File: config.mk
export PLATFORM = sky130hd
export DESIGN_NAME = gtm_front
export DESIGN_NICKNAME = d
export VERILOG_FILES = /design/src/design/gtm_pkg.sv /design/src/design/gtm_mul.sv /design/src/design/gtm_front.sv
export SDC_FILE = /design/constraint.sdc
export NUM_CORES = 2
export LEC_CHECK = 0
export ABC_AREA = 1
export BUFFER_PORTS_ARGS = -buffer_cell sky130_fd_sc_hd__buf_2
export CAP_MARGIN = 20
export CORE_ASPECT_RATIO = 0.5
export CORE_MARGIN = 10
export CORE_UTILIZATION = 30
export CTS_CLUSTER_SIZE = 16
export DETAILED_ROUTE_END_ITERATION = 8
export SYNTH_ARGS = -nofsm -noshare
export SYNTH_HDL_FRONTEND = slang
export SYNTH_HIERARCHICAL = 1
export SYNTH_SLANG_ARGS = --single-unit
export TNS_END_PERCENT = 20
File: constraint.sdc
create_clock -name clock -period 8.05 [get_ports clock]
set_clock_uncertainty 0.05 [all_clocks]
set_input_delay 1.61 -clock clock [delete_from_list [all_inputs] [get_ports clock]]
set_output_delay 1.61 -clock clock [all_outputs]
set_load 0.02 [all_outputs]
File: src/design/gtm_pkg.sv
package gtm_pkg;

   localparam int COEF_WIDTH  = 19;
   localparam int COEF_FRAC   = 16;
   localparam int MUL_DIGIT   = 16;
   localparam int MAG_WIDTH   = 32;
   localparam int POWER_WIDTH = 64;
   localparam int FIFO_DEPTH  = 2;

   localparam logic [POWER_WIDTH-1:0] SQRT_TOP_BIT = POWER_WIDTH'(1) << (POWER_WIDTH - 2);

   typedef struct packed {
      logic full;
      logic empty;
   } fifo_status_type;

endpackage

File: src/design/gtm_mul.sv
module gtm_mul #(
   parameter int A_WIDTH = 40,
   parameter int B_WIDTH = 19
) (
   input  logic                              clock,
   input  logic                              reset,
   input  logic                              start,
   input  logic signed [A_WIDTH-1:0]         a,
   input  logic signed [B_WIDTH-1:0]         b,
   output logic                              done,
   output logic signed [A_WIDTH+B_WIDTH-1:0] product
);

   localparam int DIG        = gtm_pkg::MUL_DIGIT;
   localparam int NUM_DIGITS = (B_WIDTH + DIG - 1) / DIG;
   localparam int BP_WIDTH   = NUM_DIGITS * DIG;
   localparam int SUM_WIDTH  = A_WIDTH + BP_WIDTH;
   localparam int CNT_WIDTH  = (NUM_DIGITS > 1) ? $clog2(NUM_DIGITS) : 1;
   localparam logic [CNT_WIDTH-1:0] CNT_LAST = CNT_WIDTH'(NUM_DIGITS - 1);

   logic                        busy_ff, busy_in;
   logic                        done_ff, done_in;
   logic [CNT_WIDTH-1:0]        cnt_ff, cnt_in;
   logic signed [A_WIDTH-1:0]   a_ff, a_in;
   logic [BP_WIDTH-1:0]         b_ff, b_in;
   logic signed [SUM_WIDTH-1:0] acc_ff, acc_in;

   logic [DIG-1:0]              digit;
   logic signed [DIG:0]         digit_s;
   logic signed [A_WIDTH+DIG:0] partial;

   // most significant digit first, only that one carries the sign
   always_comb begin
      digit = b_ff[BP_WIDTH-1 -: DIG];
      if (cnt_ff == '0) begin
         digit_s = {digit[DIG-1], digit};
      end else begin
         digit_s = {1'b0, digit};
      end
      partial = a_ff * digit_s;

      busy_in = busy_ff;
      done_in = 1'b0;
      cnt_in  = cnt_ff;
      a_in    = a_ff;
      b_in    = b_ff;
      acc_in  = acc_ff;
      if (start) begin
         busy_in = 1'b1;
         cnt_in  = '0;
         a_in    = a;
         b_in    = BP_WIDTH'(b);
         acc_in  = '0;
      end else if (busy_ff) begin
         acc_in = (acc_ff <<< DIG) + SUM_WIDTH'(partial);
         b_in   = b_ff << DIG;
         cnt_in = cnt_ff + CNT_WIDTH'(1);
         if (cnt_ff == CNT_LAST) begin
            busy_in = 1'b0;
            done_in = 1'b1;
         end
      end
   end

   always_ff @(posedge clock) begin
      if (reset) begin
         busy_ff <= 1'b0;
         done_ff <= 1'b0;
         cnt_ff  <= '0;
      end else begin
         busy_ff <= busy_in;
         done_ff <= done_in;
         cnt_ff  <= cnt_in;
      end
   end

   always_ff @(posedge clock) begin
      a_ff   <= a_in;
      b_ff   <= b_in;
      acc_ff <= acc_in;
   end

   assign done    = done_ff;
   assign product = acc_ff[A_WIDTH+B_WIDTH-1:0];

endmodule

File: src/design/gtm_front.sv
module gtm_front #(
   parameter int ACC_WIDTH    = 40,
   parameter int SAMPLE_WIDTH = 16
) (
   input  logic                                  clock,
   input  logic                                  reset,
   input  logic                                  req_valid,
   output logic                                  req_stall,
   input  logic signed [SAMPLE_WIDTH-1:0]        req_sample,
   input  logic                                  req_last,
   input  logic signed [gtm_pkg::COEF_WIDTH-1:0] coeff,
   input  gtm_pkg::fifo_status_type              fifo_status,
   output logic                                  push,
   output logic [2*ACC_WIDTH-1:0]                push_data
);

   localparam int PROD_WIDTH = ACC_WIDTH + gtm_pkg::COEF_WIDTH;
   localparam int SUM_WIDTH  = PROD_WIDTH - gtm_pkg::COEF_FRAC + 2;
   localparam logic signed [ACC_WIDTH-1:0] ACC_MAX = {1'b0, {(ACC_WIDTH-1){1'b1}}};
   localparam logic signed [ACC_WIDTH-1:0] ACC_MIN = {1'b1, {(ACC_WIDTH-1){1'b0}}};

   localparam logic [1:0] F_IDLE = 2'd0;
   localparam logic [1:0] F_MUL  = 2'd1;
   localparam logic [1:0] F_UPD  = 2'd2;

   logic [1:0]                     state_ff, state_in;
   logic signed [ACC_WIDTH-1:0]    d1_ff, d1_in;
   logic signed [ACC_WIDTH-1:0]    d2_ff, d2_in;
   logic signed [ACC_WIDTH-1:0]    next_ff, next_in;
   logic signed [SAMPLE_WIDTH-1:0] sample_ff, sample_in;
   logic                           last_ff, last_in;

   logic                              accept;
   logic                              mul_done;
   logic signed [PROD_WIDTH-1:0]      product;
   logic signed [PROD_WIDTH-1:0]      feedback;
   logic signed [SUM_WIDTH-1:0]       sum;
   logic [SUM_WIDTH-ACC_WIDTH:0]      sum_top;
   logic signed [ACC_WIDTH-1:0]       sum_sat;

   gtm_mul #(
      .A_WIDTH (ACC_WIDTH),
      .B_WIDTH (gtm_pkg::COEF_WIDTH)
   ) u_mul (
      .clock   (clock),
      .reset   (reset),
      .start   (accept),
      .a       (d1_ff),
      .b       (coeff),
      .done    (mul_done),
      .product (product)
   );

   always_comb begin
      req_stall = (state_ff != F_IDLE);
      accept    = req_valid && (state_ff == F_IDLE);

      // floor scaling, then saturate to the accumulator range
      feedback = product >>> gtm_pkg::COEF_FRAC;
      sum      = SUM_WIDTH'(feedback) - SUM_WIDTH'(d2_ff) + SUM_WIDTH'(sample_ff);
      sum_top  = sum[SUM_WIDTH-1:ACC_WIDTH-1];
      if ((&sum_top) || (~|sum_top)) begin
         sum_sat = sum[ACC_WIDTH-1:0];
      end else if (sum[SUM_WIDTH-1]) begin
         sum_sat = ACC_MIN;
      end else begin
         sum_sat = ACC_MAX;
      end

      push      = (state_ff == F_UPD) && last_ff && !fifo_status.full;
      push_data = {next_ff, d1_ff};

      state_in  = state_ff;
      d1_in     = d1_ff;
      d2_in     = d2_ff;
      next_in   = next_ff;
      sample_in = sample_ff;
      last_in   = last_ff;

      unique case (state_ff)
         F_IDLE: begin
            if (accept) begin
               sample_in = req_sample;
               last_in   = req_last;
               state_in  = F_MUL;
            end
         end
         F_MUL: begin
            if (mul_done) begin
               next_in  = sum_sat;
               state_in = F_UPD;
            end
         end
         F_UPD: begin
            if (!last_ff) begin
               d2_in    = d1_ff;
               d1_in    = next_ff;
               state_in = F_IDLE;
            end else if (!fifo_status.full) begin
               d2_in    = '0;
               d1_in    = '0;
               state_in = F_IDLE;
            end
         end
         default: begin
            state_in = F_IDLE;
         end
      endcase
   end

   always_ff @(posedge clock) begin
      if (reset) begin
         state_ff <= F_IDLE;
         d1_ff    <= '0;
         d2_ff    <= '0;
      end else begin
         state_ff <= state_in;
         d1_ff    <= d1_in;
         d2_ff    <= d2_in;
      end
   end

   always_ff @(posedge clock) begin
      next_ff   <= next_in;
      sample_ff <= sample_in;
      last_ff   <= last_in;
   end

endmodule

==> results.json <==
{
  "status": "completed",
  "num-nets-final": 6625,
  "grt_use_total_pct": 15.4,
  "synth_edf_count": 129,
  "start_util_pct": 30.3,
  "antenna_found_initial": 4,
  "yosysUniqueCellTypes": 43,
  "clk_path_buf_depth": 3,
  "whs_ps": 437,
  "synth_top_area_share_pct": 35.3,
  "setup_violations": 0,
  "cap_violations": 0,
  "core_um2": 140000,
  "synthArstFlopShare_pct": 0,
  "clock_sinks": 273,
  "routed_wl_mm": 123,
  "vias_per_cell": 4.48,
  "cts_tree": "built",
  "grt_max_degree": 86,
  "cts-resized-gates": 0,
  "yosysTopAreaCell": "fa_1",
  "die_height_um": 286,
  "netlist_area_um2": 42500,
  "die-area_um2": 158000,
  "worstHoldStart": "u_mul/cnt_ff$_SDFFE_PP0P_",
  "cp-end-kind": "flop",
  "ctsHoldBuffers": 0,
  "busiest_layer": "met2",
  "syn_to_final_growth_pct": 8.14,
  "cp.arrival_ps": 7300,
  "worst_path_most_repeated_cell": "inv_1",
  "hold_viol_final": 0,
  "grt_overflow_total": 0,
  "nFillCells": 15000,
  "hold_path.class": "flop to flop",
  "dieWidth_um": 552,
  "grt_pass1_wl_mm": 197,
  "reg2regPathDepth": 24,
  "wl_per_cell_um": 16.3,
  "ys_seq_area_share_pct": 15.9,
  "slowest_stage": "edfxtp_1",
  "reg2reg_from": "u_mul/b_ff[27]$_DFFE_PP_",
  "synth_flop_cell": "dfxtp_1",
  "worstSetupStartpointType": "flop",
  "period_share_pct": 85.6,
  "synth-seq-cells": 273,
  "holdPathEnd": "u_mul/cnt_ff$_SDFFE_PP0P_",
  "routabilityCongestion": 0.969,
  "path_clk_slew_ps": 60,
  "htreeDepth": 2,
  "slowest_delay_ps": 910,
  "io_pins": 123,
  "clockRootBuffer": "clkbuf_16",
  "worstMarginPinSlew_ps": 1140,
  "reg2reg_slack_ps": 1160,
  "use_met2_pct": 25.8,
  "drtIter0Drc": 2494,
  "cp_cell_sequence": "buf_4, nand2_1, inv_1, fa_1, inv_1, fa_1, fa_1, fa_1, inv_1, fa_1, inv_1, fa_1, inv_1, ha_1, nand2_1, inv_1, nand2_1, nor3_2, and2_1, nand2_1, nand3_1, nand3_1, nand2_1, inv_1",
  "hold_depth": 2,
  "setup_tns_ps": 0,
  "ant_nets": 0,
  "grt_pass1_vias": 34700,
  "drcViolationCount": 0,
  "critPathMaxFanout": 23,
  "synth.area.top_cells": "fa_1, nand2_1, inv_1",
  "synth_fp_nets": 6651,
  "numCtsBuffers": 34,
  "grt_setup_unrepaired": "no",
  "port_buffers": 121,
  "postCtsSetupBuffers": 0,
  "reg2reg_to": "u_mul/acc_ff[55]$_SDFFE_PP0P_",
  "drive_gt1_share_pct": 5.73,
  "dp_hpwl_mm": 102,
  "slew_viol_final": 0,
  "required_ps": 8460,
  "rows": 97,
  "avgSynthCellArea_um2": 7.52,
  "fmax_mhz": 145,
  "crit_type": "flop to flop",
  "drtPass1Iterations": 6,
  "worstSkewPairLatency_ps": 570,
  "use_met3_pct": 2.10,
  "synth_cells": 5652,
  "num_vias": 33700,
  "yosysWarnings": 6,
  "met1_usage_pct": 21.3,
  "min_period_ps": 6890,
  "max-slew-margin-rel_pct": 24.1
}
-- stage by stage --
step | setup slack [ps] | area [µm²] | instances | utilization, %
6_report | 1160 | 46000 | 7532 | 32.8
2_1_floorplan | 2290 | 42500 | 5652 | -
3_5_place_dp | 1260 | 44900 | 7471 | 32.0
5_1_grt | 740 | 46000 | 7531 | 32.8
4_1_cts | 1260 | 46000 | 7531 | 32.8
3_3_place_gp | 1310 | 44900 | 7471 | 32.0
-- worst max-delay path by stage --
stage	start	to	slack [ps]
after floorplan	u_mul/b_ff[16]$_DFFE_PP_	u_mul/acc_ff[58]$_SDFFE_PP0P_	2290
after global placement	u_mul/a_ff[39]$_DFFE_PP_	u_mul/acc_ff[41]$_SDFFE_PP0P_	1310
after detailed placement	u_mul/a_ff[39]$_DFFE_PP_	u_mul/acc_ff[57]$_SDFFE_PP0P_	1260
after CTS	u_mul/a_ff[39]$_DFFE_PP_	u_mul/acc_ff[57]$_SDFFE_PP0P_	1260
after global routing	u_mul/a_ff[39]$_DFFE_PP_	u_mul/acc_ff[53]$_SDFFE_PP0P_	740
final	u_mul/b_ff[27]$_DFFE_PP_	u_mul/acc_ff[55]$_SDFFE_PP0P_	1160
-- worst max-delay path: cells and delay by family, from the launching register on --
family        cells  cell delay (ps)
buf+inv           8             1060
fa+ha+maj         7             3320
flops             1              910
simple gates      9             1400
-- cells in the mapped netlist, types with 12 or more instances --
master and number:
nand4_1 29, o21ai_0 112, xnor2_1 24, nand3_1 193, xor2_1 37, nand2_2 30, nor3_2 13, clkbuf_1 208
fa_1 750, inv_1 1605, nor3_1 12, dfxtp_1 144, nor2_1 182, a21oi_1 160, ha_1 208, inv_2 17
nand2_1 1690, nor2_2 24, edfxtp_1 129
-- kinds of logic after synthesis --
kind of cell    Yosys count  share of synthesized area, %
simple gates           2214                          21.3
compound gates          302                          3.69
buf+inv                1844                          16.4
xor+xnor                 61                          1.26
fa+ha+maj               958                          41.5
flops                   273                          15.9
-- cell type report --
cell class,instances,area (µm²),share of cell area [%]
Multi-Input combinational cell,3535,28800,62.6
Sequential cell,273,6760,14.7
Inverter,1623,6090,13.3
Tap cell,1881,2350,5.12
Clock buffer,42,943,2.05
Timing Repair Buffer,159,891,1.94
Clock inverter,18,153,0.332
Antenna cell,1,2.50,0.00545
-- layout by cell type, fill, tap and decap left out, types with 4 or more instances in the layout --
cell type / synthesis / routed
nand2_1: 1690 / 1689
xnor2_1: 24 / 24
a21oi_1: 160 / 160
buf_2: 5 / 121
o21bai_1: 8 / 8
edfxtp_1: 129 / 129
buf_4: 2 / 38
nor2_1: 182 / 181
nor2_2: 24 / 24
fa_1: 750 / 750
o21ai_1: 5 / 5
o21ai_0: 112 / 112
nand4_1: 29 / 29
dfxtp_1: 144 / 144
xor2_1: 37 / 37
inv_1: 1605 / 1600
inv_2: 17 / 22
nor3_2: 13 / 13
clkinv_2: 0 / 7
nor3_1: 12 / 12
nor2_4: 6 / 7
nand3_2: 11 / 11
and2_1: 11 / 11
clkbuf_16: 0 / 36
and3_1: 4 / 4
ha_1: 208 / 208
clkbuf_1: 208 / 4
a31oi_1: 7 / 7
nand2_2: 30 / 31
or2_1: 5 / 5
nand3_1: 193 / 193
-- registers in the layout (all words and copies together) (netlist names) --
register,count
d2_ff,40
u_mul/acc_ff,59
state_ff,2
u_mul/b_ff,32
d1_ff,40
next_ff,40
u_mul/busy_ff,1
u_mul/a_ff,40
last_ff,1
sample_ff,16
u_mul/done,1
u_mul/cnt_ff,1
-- metal layers --
metal	up-vias	share of wire [%]
li1	16100	-
met1	16600	45
met2	833	46
met3	151	6.4
met4	2	2.2
met5	-	0.011
Power is not shown: default switching activity piles up to over one toggle a cycle in this logic, so the estimate is an artifact.
