[src/design/gtm_pkg.sv]
package gtm_pkg;

   localparam int COEF_WIDTH  = 19;
   localparam int COEF_FRAC   = 16;
   localparam int MUL_DIGIT   = 16;
   localparam int MAG_WIDTH   = 32;
   localparam int POWER_WIDTH = 64;
   localparam int FIFO_DEPTH  = 2;

   localparam logic [POWER_WIDTH-1:0] SQRT_TOP_BIT = POWER_WIDTH'(1) << (POWER_WIDTH - 2);

   typedef struct packed {
      logic full;
      logic empty;
   } fifo_status_type;

endpackage

[src/design/gtm_mul.sv]
module gtm_mul #(
   parameter int A_WIDTH = 40,
   parameter int B_WIDTH = 19
) (
   input  logic                              clock,
   input  logic                              reset,
   input  logic                              start,
   input  logic signed [A_WIDTH-1:0]         a,
   input  logic signed [B_WIDTH-1:0]         b,
   output logic                              done,
   output logic signed [A_WIDTH+B_WIDTH-1:0] product
);

   localparam int DIG        = gtm_pkg::MUL_DIGIT;
   localparam int NUM_DIGITS = (B_WIDTH + DIG - 1) / DIG;
   localparam int BP_WIDTH   = NUM_DIGITS * DIG;
   localparam int SUM_WIDTH  = A_WIDTH + BP_WIDTH;
   localparam int CNT_WIDTH  = (NUM_DIGITS > 1) ? $clog2(NUM_DIGITS) : 1;
   localparam logic [CNT_WIDTH-1:0] CNT_LAST = CNT_WIDTH'(NUM_DIGITS - 1);

   logic                        busy_ff, busy_in;
   logic                        done_ff, done_in;
   logic [CNT_WIDTH-1:0]        cnt_ff, cnt_in;
   logic signed [A_WIDTH-1:0]   a_ff, a_in;
   logic [BP_WIDTH-1:0]         b_ff, b_in;
   logic signed [SUM_WIDTH-1:0] acc_ff, acc_in;

   logic [DIG-1:0]              digit;
   logic signed [DIG:0]         digit_s;
   logic signed [A_WIDTH+DIG:0] partial;

   // most significant digit first, only that one carries the sign
   always_comb begin
      digit = b_ff[BP_WIDTH-1 -: DIG];
      if (cnt_ff == '0) begin
         digit_s = {digit[DIG-1], digit};
      end else begin
         digit_s = {1'b0, digit};
      end
      partial = a_ff * digit_s;

      busy_in = busy_ff;
      done_in = 1'b0;
      cnt_in  = cnt_ff;
      a_in    = a_ff;
      b_in    = b_ff;
      acc_in  = acc_ff;
      if (start) begin
         busy_in = 1'b1;
         cnt_in  = '0;
         a_in    = a;
         b_in    = BP_WIDTH'(b);
         acc_in  = '0;
      end else if (busy_ff) begin
         acc_in = (acc_ff <<< DIG) + SUM_WIDTH'(partial);
         b_in   = b_ff << DIG;
         cnt_in = cnt_ff + CNT_WIDTH'(1);
         if (cnt_ff == CNT_LAST) begin
            busy_in = 1'b0;
            done_in = 1'b1;
         end
      end
   end

   always_ff @(posedge clock) begin
      if (reset) begin
         busy_ff <= 1'b0;
         done_ff <= 1'b0;
         cnt_ff  <= '0;
      end else begin
         busy_ff <= busy_in;
         done_ff <= done_in;
         cnt_ff  <= cnt_in;
      end
   end

   always_ff @(posedge clock) begin
      a_ff   <= a_in;
      b_ff   <= b_in;
      acc_ff <= acc_in;
   end

   assign done    = done_ff;
   assign product = acc_ff[A_WIDTH+B_WIDTH-1:0];

endmodule

[src/design/gtm_back.sv]
module gtm_back #(
   parameter int ACC_WIDTH = 40
) (
   input  logic                                  clock,
   input  logic                                  reset,
   input  logic signed [gtm_pkg::COEF_WIDTH-1:0] coeff,
   input  gtm_pkg::fifo_status_type              fifo_status,
   output logic                                  pop,
   input  logic [2*ACC_WIDTH-1:0]                pop_data,
   output logic                                  rsp_valid,
   input  logic                                  rsp_stall,
   output logic [gtm_pkg::MAG_WIDTH-1:0]         rsp_magnitude
);

   localparam int BW  = ACC_WIDTH + gtm_pkg::COEF_WIDTH;
   localparam int PW  = ACC_WIDTH + BW;
   localparam int XW  = gtm_pkg::POWER_WIDTH;
   localparam int MW  = gtm_pkg::MAG_WIDTH;

   localparam logic [2:0] B_IDLE  = 3'd0;
   localparam logic [2:0] B_ISSUE = 3'd1;
   localparam logic [2:0] B_WAIT  = 3'd2;
   localparam logic [2:0] B_SAT   = 3'd3;
   localparam logic [2:0] B_SQRT  = 3'd4;
   localparam logic [2:0] B_OUT   = 3'd5;

   localparam logic [1:0] OP_Q1SQ = 2'd0;
   localparam logic [1:0] OP_Q2SQ = 2'd1;
   localparam logic [1:0] OP_CQ1  = 2'd2;
   localparam logic [1:0] OP_TQ2  = 2'd3;

   logic [2:0]                  state_ff, state_in;
   logic [1:0]                  op_ff, op_in;
   logic signed [ACC_WIDTH-1:0] q1_ff, q1_in;
   logic signed [ACC_WIDTH-1:0] q2_ff, q2_in;
   logic signed [BW-1:0]        t_ff, t_in;
   logic signed [PW-1:0]        pw_ff, pw_in;
   logic [XW-1:0]               x_ff, x_in;
   logic [XW-1:0]               res_ff, res_in;
   logic [XW-1:0]               bit_ff, bit_in;
   logic                        rsp_valid_ff, rsp_valid_in;
   logic [MW-1:0]               rsp_mag_ff, rsp_mag_in;

   logic                        mul_start;
   logic                        mul_done;
   logic signed [ACC_WIDTH-1:0] mul_a;
   logic signed [BW-1:0]        mul_b;
   logic signed [PW-1:0]        product;
   logic [XW-1:0]               root_try;
   logic                        load_out;

   gtm_mul #(
      .A_WIDTH (ACC_WIDTH),
      .B_WIDTH (BW)
   ) u_mul (
      .clock   (clock),
      .reset   (reset),
      .start   (mul_start),
      .a       (mul_a),
      .b       (mul_b),
      .done    (mul_done),
      .product (product)
   );

   always_comb begin
      unique case (op_ff)
         OP_Q1SQ: begin
            mul_a = q1_ff;
            mul_b = BW'(q1_ff);
         end
         OP_Q2SQ: begin
            mul_a = q2_ff;
            mul_b = BW'(q2_ff);
         end
         OP_CQ1: begin
            mul_a = q1_ff;
            mul_b = BW'(coeff);
         end
         OP_TQ2: begin
            mul_a = q2_ff;
            mul_b = t_ff;
         end
         default: begin
            mul_a = q1_ff;
            mul_b = t_ff;
         end
      endcase
   end

   always_comb begin
      mul_start = (state_ff == B_ISSUE);
      pop       = (state_ff == B_IDLE) && !fifo_status.empty;
      root_try  = res_ff + bit_ff;
      load_out  = (state_ff == B_OUT) && (!rsp_valid_ff || !rsp_stall);

      state_in = state_ff;
      op_in    = op_ff;
      q1_in    = q1_ff;
      q2_in    = q2_ff;
      t_in     = t_ff;
      pw_in    = pw_ff;
      x_in     = x_ff;
      res_in   = res_ff;
      bit_in   = bit_ff;

      unique case (state_ff)
         B_IDLE: begin
            if (pop) begin
               q1_in    = pop_data[2*ACC_WIDTH-1:ACC_WIDTH];
               q2_in    = pop_data[ACC_WIDTH-1:0];
               op_in    = OP_Q1SQ;
               state_in = B_ISSUE;
            end
         end
         B_ISSUE: begin
            state_in = B_WAIT;
         end
         B_WAIT: begin
            if (mul_done) begin
               unique case (op_ff)
                  OP_Q1SQ: pw_in = product;
                  OP_Q2SQ: pw_in = pw_ff + product;
                  OP_CQ1:  t_in  = product[BW-1:0];
                  OP_TQ2:  pw_in = pw_ff - (product >>> gtm_pkg::COEF_FRAC);
                  default: pw_in = pw_ff;
               endcase
               if (op_ff == OP_TQ2) begin
                  state_in = B_SAT;
               end else begin
                  op_in    = op_ff + 2'd1;
                  state_in = B_ISSUE;
               end
            end
         end
         B_SAT: begin
            // negative power clamps to zero, too large saturates
            if (pw_ff[PW-1]) begin
               x_in = '0;
            end else if (|pw_ff[PW-2:XW]) begin
               x_in = '1;
            end else begin
               x_in = pw_ff[XW-1:0];
            end
            res_in   = '0;
            bit_in   = gtm_pkg::SQRT_TOP_BIT;
            state_in = B_SQRT;
         end
         B_SQRT: begin
            if (x_ff >= root_try) begin
               x_in   = x_ff - root_try;
               res_in = (res_ff >> 1) + bit_ff;
            end else begin
               res_in = res_ff >> 1;
            end
            bit_in = bit_ff >> 2;
            if (bit_ff[0]) begin
               state_in = B_OUT;
            end
         end
         B_OUT: begin
            if (load_out) begin
               state_in = B_IDLE;
            end
         end
         default: begin
            state_in = B_IDLE;
         end
      endcase

      rsp_mag_in = rsp_mag_ff;
      if (load_out) begin
         rsp_valid_in = 1'b1;
         rsp_mag_in   = res_ff[MW-1:0];
      end else if (!rsp_stall) begin
         rsp_valid_in = 1'b0;
      end else begin
         rsp_valid_in = rsp_valid_ff;
      end
   end

   always_ff @(posedge clock) begin
      if (reset) begin
         state_ff     <= B_IDLE;
         op_ff        <= OP_Q1SQ;
         rsp_valid_ff <= 1'b0;
      end else begin
         state_ff     <= state_in;
         op_ff        <= op_in;
         rsp_valid_ff <= rsp_valid_in;
      end
   end

   always_ff @(posedge clock) begin
      q1_ff      <= q1_in;
      q2_ff      <= q2_in;
      t_ff       <= t_in;
      pw_ff      <= pw_in;
      x_ff       <= x_in;
      res_ff     <= res_in;
      bit_ff     <= bit_in;
      rsp_mag_ff <= rsp_mag_in;
   end

   assign rsp_valid     = rsp_valid_ff;
   assign rsp_magnitude = rsp_mag_ff;

endmodule

[config.mk]
export PLATFORM = sky130hd
export DESIGN_NAME = gtm_back
export DESIGN_NICKNAME = d
export VERILOG_FILES = /design/src/design/gtm_pkg.sv /design/src/design/gtm_mul.sv /design/src/design/gtm_back.sv
export SDC_FILE = /design/constraint.sdc
export NUM_CORES = 2
export LEC_CHECK = 0
export BUFFER_PORTS_ARGS = -buffer_cell sky130_fd_sc_hd__buf_2
export CAP_MARGIN = 20
export CORE_MARGIN = 2
export CORE_UTILIZATION = 30
export CTS_CLUSTER_DIAMETER = 120
export DETAILED_ROUTE_END_ITERATION = 10
export HOLD_SLACK_MARGIN = 0.15
export SYNTH_ARGS = -nofsm -noshare
export SYNTH_HDL_FRONTEND = slang
export SYNTH_SLANG_ARGS = --single-unit
[constraint.sdc]
create_clock -name clock -period 12.7 [get_ports clock]
set_clock_uncertainty 0.15 [all_clocks]
set_input_delay 1.27 -clock clock [delete_from_list [all_inputs] [get_ports clock]]
set_output_delay 1.27 -clock clock [all_outputs]
set_load 0.05 [all_outputs]
==> out/metrics.yaml <==
outcome: "finished, final reports clean"
ys_warn_count: 0
ys_seq_area_frac: 0.2408
cpMaxStageDelayCell: "a2111oi_0"
holdWs_ns: 0.3726
fin_ws_ns: 2.722
synthFlopType: "edfxtp_1"
detail_route.wl_per_cell_um: 20.89
cts_sinks: 643
path_max_fanout: 41
post-dp-hpwl_um: 190500
grt_pass1_wl_um: 381200
design.core.area_um2: 251200
max_slew_margin: 0.2383
endpoint_kind: "flip-flop"
io_pins: 138
cpPeakStageDelay_ns: 0.93
syn_to_final_growth_pct: 9.692
die_h_um: 506.2
path_cells: "buf_4 > nand2_1 > buf_4 > nor2_1 > fa_1 > fa_1 > fa_1 > fa_1 > fa_1 > inv_1 > fa_1 > inv_1 > ha_1 > nand2_1 > o211ai_1 > a21oi_1 > or3_1 > a2111oi_2 > o211ai_1 > a2111oi_0 > o21ai_0 > a211oi_1 > o21ai_0 > a32o_1"
antenna_found_initial: 12
finalCritPeriodShare: 0.7857
fin_util: 0.3304
ant_nets: 0
hold_violations: 0
worstPathRequired_ns: 13.18
drive_above_1_share: 0.05429
finalCriticalPeriod_ns: 9.978
fin_setup_tns_ns: 0
critPathArrivalTime_ns: 10.46
syn-num-nets: 9965
synth_edf_count: 534
die_x_um: 506.2
setup-violations-final: 0
ys_async_sr_fraction: 0
ctsHoldBuffers: 0
grt_max_degree: 112
max_clock_freq_mhz: 100.2
postCtsSetupBuffers: 0
tightest_slew_ns: 1.128
ys_ff_latch: 643
crit_path_frequent_cell: "fa_1"
grt.total_usage: 0.1916
synth_area_um2: 75660
path_delay_family: "compound AO/OA/AOI/OAI gates"
final_nets: 9857
dr.pass1.iters: 8
cts.repair.resized: 0
cts_buffers: 85
drv_cap: 0
die_area_um2: 256200
drc: 0
cts-root-buf: "clkbuf_16"
clock_latency_ns: 0.77
path_class: "flip-flop to flip-flop"
htree_levels: 3
first_global_vias: 62615
fp-row-count: 184
place_congestion: 0.9610
rsz0062_at_grt: "no"
viasPerCell: 5.180
hp-class: "flip-flop to flip-flop"
clockBufferDepth: 3
numPortBuffers: 136
overflow: 0
via_count: 61060
cts_tree: "yes"
maxSlewViolCount: 0
drt_wl_total_um: 246300
worst-path-buf-inv: 4
dp_slack_ns: 2.554
initial_core_util: 0.3012
synth_cells: 8472
worst_setup_path_start_kind: "flip-flop"
clk_pin_slew_ns: 0.07
postSynthAreaPerCell_um2: 8.931
drt_iter0_markers: 5337
synth.distinct_cells: 89
[synthesized netlist by cell type, types with 80 or more instances]
cell type,n,area share
o21ai_0,415,0.027
fa_1,909,0.24
clkbuf_1,402,0.020
xnor2_1,250,0.029
ha_1,480,0.079
nand4_1,126,0.010
inv_1,1241,0.062
a21oi_1,565,0.037
nor3_1,93,0.0062
edfxtp_1,534,0.21
o21bai_1,86,0.0085
and2_1,308,0.025
xor2_1,166,0.019
dfxtp_1,109,0.029
a31oi_1,87,0.0072
nand3_1,80,0.0053
nor2_1,629,0.031
a21o_1,177,0.018
or3_1,116,0.0096
nand2_1,980,0.049
[state kept, by name, summed over array words and instances, names as in the netlist, 3 cells and up]
| register | count |
|---|---|
| q2_ff | 40 |
| res_ff | 64 |
| u_mul.acc_ff | 99 |
| x_ff | 64 |
| u_mul.b_ff | 64 |
| state_ff | 3 |
| pw_ff | 99 |
| u_mul.a_ff | 40 |
| q1_ff | 40 |
| rsp_magnitude | 32 |
| t_ff | 59 |
| bit_ff | 32 |
[layout make-up]
cell class	count	area, um2
Sequential cell	643	18220
Antenna cell	3	7.507
Tap cell	3348	4189
Clock buffer	95	2195
Inverter	1243	4671
Fill cell	25831	168200
Clock inverter	64	943.4
Multi-Input combinational cell	6156	51260
Timing Repair Buffer	235	1509
[placed cells by master (no fill, tap or decap), drive strengths merged, types with 23 or more instances in the layout]
cell type and count:
a211oi 61, a21boi 32, a21o 177, a21oi 565, a221o 25, a31oi 87, and2 308, and3 41
buf 234, clkbuf 96, clkinv 36, dfxtp 109, edfxtp 534, fa 909, ha 480, inv 1249
mux2i 69, nand2 980, nand2b 33, nand3 80, nand4 129, nor2 631, nor2b 40, nor3 98
nor4 45, o211ai 27, o21a 34, o21ai 427, o21bai 86, o22ai 23, o31ai 28, or3 117
xnor2 250, xor2 166
[kinds of logic after synthesis]
family                   Yosys count  synth area share
AO/OA/AOI/OAI                   1717            0.1399
flip-flops                       643            0.2408
adder cells (fa/ha/maj)         1389            0.3199
buffers and inverters           1673           0.08318
multiplexers                      71          0.009426
AND/OR/NAND/NOR                 2563            0.1586
XOR/XNOR                         416           0.04816
[metrics by stage]
stage | std cells | area (um2)
3_5_place_dp | 11621 | 79770
6_report | 11787 | 82990
5_1_grt | 11785 | 82990
2_1_floorplan | 8472 | 75660
3_3_place_gp | 11620 | 79740
4_1_cts | 11780 | 82900
[metal layers]
metal  global-route usage  vias up  routed length (um)
met1               0.2602    30312              106900
met2               0.3014     2364              109800
li1                     -    27964                   -
met4              0.06086       10                8370
met5                    0        -                  83
met3              0.04364      410               21140
[worst paths after layout]
kind / from / slack (ns) / endpoint / cells past startpoint
worst max-delay path: u_mul.b_ff[63] / 2.72 / u_mul.acc_ff[96] / 24
worst min-delay path: u_mul.b_ff[12] / 0.37 / u_mul.b_ff[28] / 2
worst max register to register: u_mul.b_ff[63] / 2.72 / u_mul.acc_ff[96] / 24
worst min register to register: u_mul.b_ff[12] / 0.37 / u_mul.b_ff[28] / 2
[worst register-to-register path, cell delays in order, from the launching register on]
cell,delay (ns)
edfxtp_1,0.35
buf_4,0.50
nand2_1,0.71
buf_4,0.50
nor2_1,0.19
fa_1,0.46
fa_1,0.52
fa_1,0.43
fa_1,0.46
fa_1,0.49
inv_1,0.05
fa_1,0.51
inv_1,0.07
ha_1,0.49
nand2_1,0.19
o211ai_1,0.22
a21oi_1,0.15
or3_1,0.39
a2111oi_2,0.77
o211ai_1,0.32
a2111oi_0,0.93
o21ai_0,0.34
a211oi_1,0.31
o21ai_0,0.13
a32o_1,0.27
Power is left out: the tool's default activity adds up to more than one toggle a clock period on the data nets, which glitch-free logic cannot reach.
