### src/design/gtm_pkg.sv
package gtm_pkg;

   localparam int COEF_WIDTH  = 19;
   localparam int COEF_FRAC   = 16;
   localparam int MUL_DIGIT   = 16;
   localparam int MAG_WIDTH   = 32;
   localparam int POWER_WIDTH = 64;
   localparam int FIFO_DEPTH  = 2;

   localparam logic [POWER_WIDTH-1:0] SQRT_TOP_BIT = POWER_WIDTH'(1) << (POWER_WIDTH - 2);

   typedef struct packed {
      logic full;
      logic empty;
   } fifo_status_type;

endpackage

### src/design/gtm_fifo.sv
module gtm_fifo #(
   parameter int WIDTH = 80
) (
   input  logic                      clock,
   input  logic                      reset,
   input  logic                      push,
   input  logic [WIDTH-1:0]          push_data,
   input  logic                      pop,
   output logic [WIDTH-1:0]          pop_data,
   output gtm_pkg::fifo_status_type  status
);

   localparam int DEPTH     = gtm_pkg::FIFO_DEPTH;
   localparam int PTR_WIDTH = $clog2(DEPTH);
   localparam int CNT_WIDTH = $clog2(DEPTH + 1);

   logic [WIDTH-1:0]     mem_ff [DEPTH];
   logic [PTR_WIDTH-1:0] wr_ptr_ff, wr_ptr_in;
   logic [PTR_WIDTH-1:0] rd_ptr_ff, rd_ptr_in;
   logic [CNT_WIDTH-1:0] count_ff, count_in;

   always_comb begin
      wr_ptr_in = wr_ptr_ff;
      rd_ptr_in = rd_ptr_ff;
      count_in  = count_ff;
      if (push) begin
         wr_ptr_in = wr_ptr_ff + PTR_WIDTH'(1);
      end
      if (pop) begin
         rd_ptr_in = rd_ptr_ff + PTR_WIDTH'(1);
      end
      if (push && !pop) begin
         count_in = count_ff + CNT_WIDTH'(1);
      end else if (pop && !push) begin
         count_in = count_ff - CNT_WIDTH'(1);
      end
   end

   always_ff @(posedge clock) begin
      if (reset) begin
         wr_ptr_ff <= '0;
         rd_ptr_ff <= '0;
         count_ff  <= '0;
      end else begin
         wr_ptr_ff <= wr_ptr_in;
         rd_ptr_ff <= rd_ptr_in;
         count_ff  <= count_in;
      end
   end

   always_ff @(posedge clock) begin
      if (push) begin
         mem_ff[wr_ptr_ff] <= push_data;
      end
   end

   assign pop_data     = mem_ff[rd_ptr_ff];
   assign status.full  = (count_ff == CNT_WIDTH'(DEPTH));
   assign status.empty = (count_ff == '0);

endmodule

### config.mk
export PLATFORM = sky130hd
export DESIGN_NAME = gtm_fifo
export DESIGN_NICKNAME = d
export VERILOG_FILES = /design/src/design/gtm_pkg.sv /design/src/design/gtm_fifo.sv
export SDC_FILE = /design/constraint.sdc
export NUM_CORES = 1
export LEC_CHECK = 0
export ABC_AREA = 0
export BUFFER_PORTS_ARGS = -buffer_cell sky130_fd_sc_hd__buf_2
export CORE_AREA = 10 10 115 117
export DETAILED_ROUTE_END_ITERATION = 8
export DIE_AREA = 0 0 125 127
export PLACE_DENSITY = 0.83
export SLEW_MARGIN = 20
export SYNTH_ARGS = -nofsm -noshare
export SYNTH_HDL_FRONTEND = slang
export SYNTH_SLANG_ARGS = --single-unit
### constraint.sdc
create_clock -name clock -period 6.91 [get_ports clock]
set_input_delay 0.3455 -clock clock [delete_from_list [all_inputs] [get_ports clock]]
set_output_delay 0.3455 -clock clock [all_outputs]
set_load 0.05 [all_outputs]
==> results of run 1 <==
==> power by group <==
group          switching [mW]  internal [mW]
clock network           0.341          0.512
registers              0.0224           1.17
logic                   0.284          0.114
==> stage by stage <==
step	utilization, %	instances	power (mW)
final	67.8	605	2.44
after global routing	67.8	604	2.53
after CTS	67.3	602	2.46
after detailed placement	62.4	571	1.61
after global placement	62.4	571	1.60
after floorplan	-	271	1.51
==> layout make-up <==
cell class / instances / share of cell area, %
flip-flops and latches: 165 / 65.1
multi-input cells: 96 / 13.4
repair buffers: 168 / 11.8
clock buffers: 23 / 6.20
well taps: 143 / 2.37
clock inverters: 8 / 1.06
inverters: 1 / 0.0498
diodes: 1 / 0.0332
==> layer usage <==
metal | global-route usage (%) | up-vias | wire length (microns) | part of all wire (%)
li1 | - | 1429 | - | -
met4 | 5.15 | 2 | 76 | 0.68
met5 | 0 | - | 13 | 0.12
met2 | 23.1 | 100 | 5820 | 52
met3 | 6.62 | 11 | 897 | 8.0
met1 | 14.9 | 1461 | 4400 | 39
==> synth_stat cells (all sizes together) <==
library cell | number | share of area [%]
xnor2 | 2 | 0.29
and2b | 1 | 0.15
o21ai | 1 | 0.083
a21oi | 1 | 0.083
dfxtp | 5 | 1.7
nor2 | 5 | 0.31
and2 | 1 | 0.10
edfxtp | 160 | 80
buf | 9 | 1.6
or3 | 1 | 0.10
mux2 | 80 | 15
nor2b | 1 | 0.10
xor2 | 2 | 0.29
ha | 1 | 0.21
inv | 1 | 0.062
==> cells by family after synthesis <==
family | after synthesis
compound gates | 2
xor+xnor | 4
fa+ha+maj | 1
buf+inv | 10
flops | 165
mux | 80
simple gates | 9
==> how the worst max path moves through the flow <==
stage / to / slack, ns / depth (start not counted) / startpoint
floorplan: mem_ff[0][0] / 2.51 / 1 / wr_ptr_ff
global placement: mem_ff[0][23] / 4.57 / 3 / push
detailed placement: mem_ff[0][43] / 4.51 / 3 / push
CTS: pop_data[29] / 4.37 / 2 / flip-flop
global route: pop_data[29] / 4.46 / 3 / flip-flop
finish: pop_data[29] / 4.56 / 3 / flip-flop
==> flip-flops by register name (all words and copies together) (netlist names), named ones only <==
name       flops
count_ff       2
mem_ff       160
rd_ptr_ff      1
wr_ptr_ff      1
==> metrics.csv, run 1 <==
metric;value;unit
outcome;finished, final reports clean;
filler cell count in the final layout;748;
Mapped Cells;271;
drt pass-1 iters;6;
mux cell area share after synthesis;15.0;%
Worst Path Max Fanout;47;
most frequent cells in the layout;buf_2, edfxtp_1, mux2_2;
r2r setup slk;4.74;ns
kind of critical path;flip-flop to primary output;
Fmax;425;MHz
Yosys reg bits;165;
Worst Hold Class;input pin to flip-flop;
Distinct cells, synth;16;
reg2reg path depth;2;
Syn. warnings;0;
Layout area overhead;25.6;%
Post-Synth XOR/XNOR Area;0.583;%
Final ANT Viol Nets;0;
commonest non-fill, non-tap cell in the layout;buf_2;
main combinational cell family by area after synthesis;multiplexers;
fin crit share;34.1;%
fin. max-slew vios;0;
Max clock buf depth;2;
syn_area_per_cell;22.2;sq um
All-Layer GR Usage;13.8;%
slew margin rel.;38.3;%
final setup violation count;0;
Worst EP arrival;2.01;ns
Post-Place Setup Slack;4.51;ns
Starting Density;54.0;%
Min Hold Slack;0.124;ns
insertion delay to the later sink of the worst-skew pair;0.40;ns
Storage cell area;4910;sq um
vias in the first global route;3240;
Synth Area in Simple Gates;0.771;%
area of the multi-input gates;1010;sq um
CTS hold repair buffers;0;
via count;3003;
num rows;39;
post-CTS sizing;0;
Die Ht;127;microns
CP required;6.56;ns
number of buffers created by CTS;17;
input/output buffers;165;
DP Area;6940;sq um
Setup Fix Bufs, Post-CTS;0;
Final Hold Fails;0;
hold wc startpoint;push_data[11];
Setup crit end kind;primary output;
Synth Area in Compound Gates;0.167;%
RSZ-0062 raised after global routing;no;
max cap viols;0;
slowest CP cell;dfxtp_4;
total grt overflow;0;
Core ar.;11100;sq um
die area;15900;sq um
Critical Path Max Stage Delay;0.66;ns
Layout Skew;0.00601;ns
# H-tree levels;4;
antenna violations before repair;2;
largest net degree at the start of global routing;81;
Worst R2R Start;wr_ptr_ff;
WP buf/inv;2;
I/O pin cnt;166;
layout cells sized above 1;60.5;%
Reg clk slew, reported paths;0.06;ns
leakage power;2.83;nW
FF-to-FF End;mem_ff[0][32];
CTS tree;done;
nets;534;
drt via density;4.96;
CTS root buf;clkbuf_16;
sequential share of the synthesized area;81.6;%
Detailed Route WL;11.2;mm
Post-Syn Area;6010;sq um
first-pass GRT wire length;17.1;mm
width of the die;125;microns
sum of negative setup slack;0;ns
worst slew pin tran;0.923;ns
Mapped Nets;356;
final instance area;7540;sq um
peak supply drop;0.000168;V
startpoint types;flip-flop;
wire per inst;18.5;microns
crit path cell chain;buf_16, mux2_2, buf_2;
Largest delay share family, worst path;flip-flops;
Setup WS post-layout;4.56;ns
GP Congestion;0.696;
dpl hpwl;7.54;mm
CTS sink count;165;
DRC;0;
Final Critical Period;2.35;ns
hold-critical path endpoint;mem_ff[0][11];
hold depth;1;
Adder-Cell Fraction of Synth Area;0.208;%
pwr dens;324;nW/um^2
DRT iter0 DRCs;151;
(Power assumes the default switching activity.)
==> inputs of run 2 (changes only) <==
--- a/config.mk
+++ b/config.mk
@@ -7,10 +7,10 @@
 export LEC_CHECK = 0
 export ABC_AREA = 0
 export BUFFER_PORTS_ARGS = -buffer_cell sky130_fd_sc_hd__buf_2
-export CORE_AREA = 10 10 115 117
+export CORE_AREA = 10 10 125 127
 export DETAILED_ROUTE_END_ITERATION = 8
-export DIE_AREA = 0 0 125 127
-export PLACE_DENSITY = 0.83
+export DIE_AREA = 0 0 135 137
+export PLACE_DENSITY = 0.74
 export SLEW_MARGIN = 20
 export SYNTH_ARGS = -nofsm -noshare
 export SYNTH_HDL_FRONTEND = slang
==> constraint.sdc (replaced) <==
create_clock -name clock -period 2.1 [get_ports clock]
set_input_delay 0.105 -clock clock [delete_from_list [all_inputs] [get_ports clock]]
set_output_delay 0.105 -clock clock [all_outputs]
set_load 0.05 [all_outputs]
==> run 2 against run 1 <==
Effect of this change:
- count of clock-buffer cells in the layout shrank 4
- sequential share of layout area down 7.5 points
- sequential cell count unchanged
- combinational power grew to 3.7 times the previous value
- sequential power rose to 3.3 times the previous value
- largest power group unchanged
==> metrics.csv, run 2 (synthesis gave the netlist of run 1 again) <==
metric;value;unit;change
filler cell count in the final layout;908;;+21%
Final Hold Fails;0;;unchanged
most used routing layer;met2;;
dpl hpwl;8.27;mm;+9.7%
width of the die;135;microns;+8.0%
Final Critical Period;1.89;ns;
Min Hold Slack;0.0156;ns;-0.108 ns
max cap viols;0;;unchanged
CP required;2.00;ns;-4.56 ns
WP buf/inv;2;;unchanged
vias in the first global route;3896;;+20%
sum of negative setup slack;0;ns;unchanged
Die Ht;137;microns;+7.9%
Critical Path Max Stage Delay;0.53;ns;-0.13 ns
All-Layer GR Usage;14.4;%;+0.63 points
Finished Layout Cells;727;;+20%
input/output buffers;165;;unchanged
top flop regs;mem_ff: 160 flops, count_ff: 2 flops;;
Max clock buf depth;2;;unchanged
Reg with most FFs;mem_ff;;
Worst Hold Class;input pin to flip-flop;;
CTS root buf;clkbuf_16;;
Detailed Route WL;13.1;mm;+17%
fin. max-slew vios;0;;unchanged
fin util;65.2;%;-2.6 points
outcome;finished, final reports clean;;
met1 Use GR;15.5;%;+0.53 points
peak supply drop;0.000734;V;+340%
Final ANT Viol Nets;0;;unchanged
NetSw;2.23;mW;+240%
drt pass-1 iters;4;;-2
worst slew pin tran;0.477;ns;-0.446 ns
hold wc startpoint;push;;
sequential share of power;46.3;%;-2.5 points
GP Congestion;0.721;;+3.7%
via count;3403;;+13%
max reg flops;160;;unchanged
reg2reg path depth;2;;unchanged
power consumption;8.43;mW;+250%
die area;18500;sq um;+17%
Layout area overhead;41.9;%;
I/O pin cnt;166;;unchanged
Layout Skew;0.00367;ns;-0.00235 ns
Setup crit end kind;primary output;;
leakage power;3.24;nW;+15%
Fmax;530;MHz;
slowest CP cell;dfxtp_4;;
Largest delay share family, worst path;flip-flops;;
antenna violations before repair;1;;-1
num rows;42;;+7.7%
CTS sink count;165;;unchanged
Worst EP arrival;1.78;ns;-0.23 ns
Reg clk slew, reported paths;0.06;ns;about the same
wire per inst;18.0;microns;-3.0%
largest net degree at the start of global routing;48;;-41%
internal cell power;6.20;mW;+250%
Worst R2R Start;wr_ptr_ff;;
slew margin rel.;68.2;%;+30 points
pwr dens;989;nW/um^2;+210%
hold depth;3;;+2
layout cells sized above 1;51.8;%;-8.7 points
DRT iter0 DRCs;199;;+32%
placed instance count;610;;+6.8%
commonest non-fill, non-tap cell in the layout;buf_2;;
most frequent cells in the layout;buf_2, edfxtp_1, dlygate4sd3_1;;
# H-tree levels;4;;unchanged
RSZ-0062 raised after global routing;no;;
clock network fraction of total power;36.1;%;+1.2 points
Logic pwr share;17.6;%;+1.3 points
Worst Path Max Fanout;15;;-68%
total stage count of the critical path;3;;unchanged
CTS tree;done;;
Core ar.;13100;sq um;+18%
insertion delay to the later sink of the worst-skew pair;0.41;ns;about the same
Global Route met3 Usage;5.68;%;-0.94 points
total grt overflow;0;;unchanged
DRC;0;;unchanged
startpoint types;flip-flop;;
final setup violation count;0;;unchanged
Starting Density;45.9;%;-8.1 points
fin crit share;89.8;%;
nets;622;;+16%
Net Sw Frac;26.5;%;-0.070 points
drt via density;4.68;;-5.7%
kind of critical path;flip-flop to primary output;;
crit path cell chain;buf_4, mux2_2, buf_2;;
met2 Usage GRT;25.0;%;+1.9 points
first-pass GRT wire length;20.4;mm;+19%
number of buffers created by CTS;17;;unchanged
==> run 2: cell count changes in the layout (fill, tap and decap cells not counted), sizes merged <==
cell         before  now
dlygate4sd3       0   83
clkinv            1    7
buf             168  173
clkbuf           23   19
clkinvlp          6    2
bufinv            1    3
inv               1    2
==> run 2: final timing paths <==
check / end / slack, ns
max: pop_data[0] / 0.21
max reg2reg: mem_ff[1][53] / 0.61
min reg2reg: count_ff[1] / 0.53
min: wr_ptr_ff / 0.02
==> run 2: final cells by class <==
| class | count | area [sq um] | share of cell area [%] |
|---|---|---|---|
| Sequential cell | 165 | 4910 | 57.6 |
| Timing Repair Buffer | 256 | 1790 | 21.0 |
| Multi-Input combinational cell | 96 | 1010 | 11.9 |
| Clock buffer | 19 | 433 | 5.08 |
| Tap cell | 176 | 220 | 2.58 |
| Clock inverter | 13 | 158 | 1.85 |
| Inverter | 1 | 3.75 | 0.0440 |
| Antenna cell | 1 | 2.50 | 0.0293 |
==> run 2: power by group through the flow <==
stage / registers (mW) / clock network, mW / logic (mW)
2_1_floorplan: 3.95 / 0 / 1.02
3_3_place_gp: 3.97 / 0 / 1.34
3_5_place_dp: 3.98 / 0 / 1.35
4_1_cts: 3.92 / 3.12 / 1.48
5_1_grt: 3.92 / 3.25 / 1.57
6_report: 3.90 / 3.04 / 1.49
==> run 2: worst register-to-register path, stage by stage (launching register included) <==
cell     delay, ns
dfxtp_1       0.41
and2_4        0.49
buf_12        0.27
==> run 2: metal layers <==
layer  up-vias  part of all wire, %
met1      1672                   39
met2       109                   52
li1       1608                    -
met4         0                  1.5
met3        14                  7.4
met5         -                    0
==> run 2: what timing repair did <==
action | CTS | global route
buffers inserted | 0 | 1
gates resized for setup | 0 | 0
hold buffers | 83 | 0
endpoints found under the setup margin | 0 | 9
hold endpoints to repair | 165 | 0
==> run 2: stage by stage <==
step / worst slack (ns) / instance area, sq um
final: 0.215 / 8530
after global routing: 0.131 / 8530
after CTS: 0.0335 / 8510
after detailed placement: 0.494 / 7090
after global placement: 0.514 / 7090
after floorplan: 0.147 / 6020
==> inputs of run 3 (changes only) <==
--- a/config.mk
+++ b/config.mk
@@ -7,10 +7,11 @@
 export LEC_CHECK = 0
 export ABC_AREA = 0
 export BUFFER_PORTS_ARGS = -buffer_cell sky130_fd_sc_hd__buf_2
-export CORE_AREA = 10 10 125 127
+export CORE_AREA = 10 10 133 135
 export DETAILED_ROUTE_END_ITERATION = 8
-export DIE_AREA = 0 0 135 137
-export PLACE_DENSITY = 0.74
+export DIE_AREA = 0 0 143 145
+export PLACE_DENSITY = 0.66
+export REMOVE_ABC_BUFFERS = 1
 export SLEW_MARGIN = 20
 export SYNTH_ARGS = -nofsm -noshare
 export SYNTH_HDL_FRONTEND = slang
==> run 3 against run 2 <==
Effect of this change:
- utilization is 8.5 points lower
- wire length is 3.1% lower
- worst hold slack better by 0.0064 ns
- critical path depth stayed put
- global-route usage is 1.9 points lower
- worst setup slack worse by 0.030 ns
- critical endpoint is now pop_data[49]
==> metrics.csv, run 3 (synthesis gave the netlist of run 1 again) <==
metric;value;unit;change
outcome;finished, final reports clean;;
Setup WS post-layout;0.185;ns;-0.0303 ns
filler cell count in the final layout;1161;;+28%
Final Critical Period;1.92;ns;+0.0303 ns
CTS sink count;165;;unchanged
# H-tree levels;4;;unchanged
commonest non-fill, non-tap cell in the layout;buf_2;;
Reg clk slew, reported paths;0.06;ns;about the same
GP Congestion;0.680;;-5.6%
DRT iter0 DRCs;159;;-20%
drt via density;4.55;;-2.8%
peak supply drop;0.000479;V;-35%
fin. max-slew vios;0;;unchanged
vias in the first global route;3861;;-0.90%
first-pass GRT wire length;20.2;mm;-1.3%
Finished Layout Cells;737;;+1.4%
Critical Path Max Stage Delay;0.42;ns;-0.11 ns
Starting Density;40.0;%;-6.0 points
Worst R2R Start;wr_ptr_ff;;
Setup crit end kind;primary output;;
pwr dens;987;nW/um^2;-0.18%
slew margin rel.;68.2;%;about the same
wire per inst;17.2;microns;-4.4%
input/output buffers;165;;unchanged
hold-critical path endpoint;wr_ptr_ff;;
RSZ-0062 raised after global routing;no;;
Detailed Route WL;12.7;mm;-3.1%
Fmax;522;MHz;-1.6%
Layout Skew;0.00662;ns;+0.00295 ns
Layout area overhead;41.9;%;about the same
DRC;0;;unchanged
Final Hold Fails;0;;unchanged
sum of negative setup slack;0;ns;unchanged
crit path cell chain;buf_4, mux2_2, buf_2;;
r2r setup slk;0.70;ns;+0.09 ns
Worst Hold Class;input pin to flip-flop;;
drt pass-1 iters;6;;+2
via count;3354;;-1.4%
Min Hold Slack;0.0220;ns;+0.00637 ns
top flop regs;mem_ff: 160 flops, count_ff: 2 flops;;
worst slew pin tran;0.477;ns;+0.000375 ns
CTS hold repair buffers;83;;unchanged
Post-Place Setup Slack;0.588;ns;+0.0939 ns
slowest CP cell;buf_4;;
post-CTS sizing;0;;unchanged
max reg flops;160;;unchanged
area of the multi-input gates;1010;sq um;unchanged
All-Layer GR Usage;12.5;%;-1.9 points
kind of critical path;flip-flop to primary output;;
Final ANT Viol Nets;0;;unchanged
num rows;45;;+7.1%
fin crit share;91.2;%;+1.4 points
ant diodes;0;;-1
Storage cell area;4910;sq um;unchanged
width of the die;143;microns;+5.9%
hold wc startpoint;push;;
antenna violations before repair;0;;-1
CTS root buf;clkbuf_16;;
CP required;2.00;ns;about the same
CTS tree;done;;
max cap viols;0;;unchanged
startpoint types;flip-flop;;
placed instance count;622;;+2.0%
Worst EP arrival;1.81;ns;+0.03 ns
largest net degree at the start of global routing;45;;-6.3%
most frequent cells in the layout;buf_2, edfxtp_1, dlygate4sd3_1;;
die area;20700;sq um;+12%
I/O pin cnt;166;;unchanged
leakage power;3.23;nW;-0.28%
layout cells sized above 1;51.5;%;-0.27 points
WP buf/inv;2;;unchanged
insertion delay to the later sink of the worst-skew pair;0.41;ns;about the same
dpl hpwl;8.41;mm;+1.6%
Reg with most FFs;mem_ff;;
Setup Fix Bufs, Post-CTS;0;;unchanged
Max clock buf depth;2;;unchanged
Largest delay share family, worst path;buffers and inverters;;
Core ar.;15000;sq um;+15%
Worst Path Max Fanout;36;;+21
number of buffers created by CTS;17;;unchanged
Die Ht;145;microns;+5.8%
power consumption;8.42;mW;-0.22%
FF-to-FF End;mem_ff[1][18];;
reg2reg path depth;2;;unchanged
hold depth;3;;unchanged
total grt overflow;0;;unchanged
nets;621;;-0.16%
final setup violation count;0;;unchanged
[run 3: worst max path at each step]
stage / startpoint / to / slack (ns) / cells after the start
3_5_place_dp: flip-flop / pop_data[21] / 0.59 / 3
5_1_grt: flip-flop / pop_data[10] / 0.09 / 3
6_report: flip-flop / pop_data[49] / 0.18 / 3
3_3_place_gp: flip-flop / pop_data[49] / 0.60 / 3
2_1_floorplan: wr_ptr_ff / mem_ff[0][0] / -2.30 / 1
4_1_cts: flip-flop / pop_data[2] / 0.13 / 3
[run 3: where the power goes]
| group | total, mW | internal [mW] | switching [mW] |
|---|---|---|---|
| clock | 3.04 | 1.86 | 1.19 |
| combinational | 1.49 | 0.492 | 0.993 |
| sequential | 3.89 | 3.84 | 0.0482 |
[run 3: tightest hold or removal path, stage by stage]
cell     delay, ns
buf_2         0.14
xnor2_1       0.08
nor2_1        0.07
[run 3: metal layers]
layer | wire [microns] | vias up | GRT usage [%]
met5 | 0 | - | 0
met2 | 6480 | 113 | 20.5
met4 | 167 | 0 | 5.42
met1 | 4980 | 1631 | 13.6
met3 | 1030 | 14 | 5.70
li1 | - | 1596 | -
[run 3: per-stage QoR]
| step | util, % | area (sq um) |
|---|---|---|
| finish | 56.7 | 8520 |
| global route | 56.7 | 8520 |
| CTS | 56.7 | 8520 |
| detailed placement | 47.2 | 7100 |
| global placement | 47.2 | 7100 |
| floorplan | - | 5910 |
[run 3: layout make-up]
| cell class | count | area share (%) |
|---|---|---|
| Tap cell | 188 | 2.76 |
| Timing Repair Buffer | 255 | 20.8 |
| Sequential cell | 165 | 57.6 |
| Inverter | 1 | 0.0440 |
| Clock buffer | 18 | 5.04 |
| Multi-Input combinational cell | 96 | 11.9 |
| Clock inverter | 14 | 1.88 |
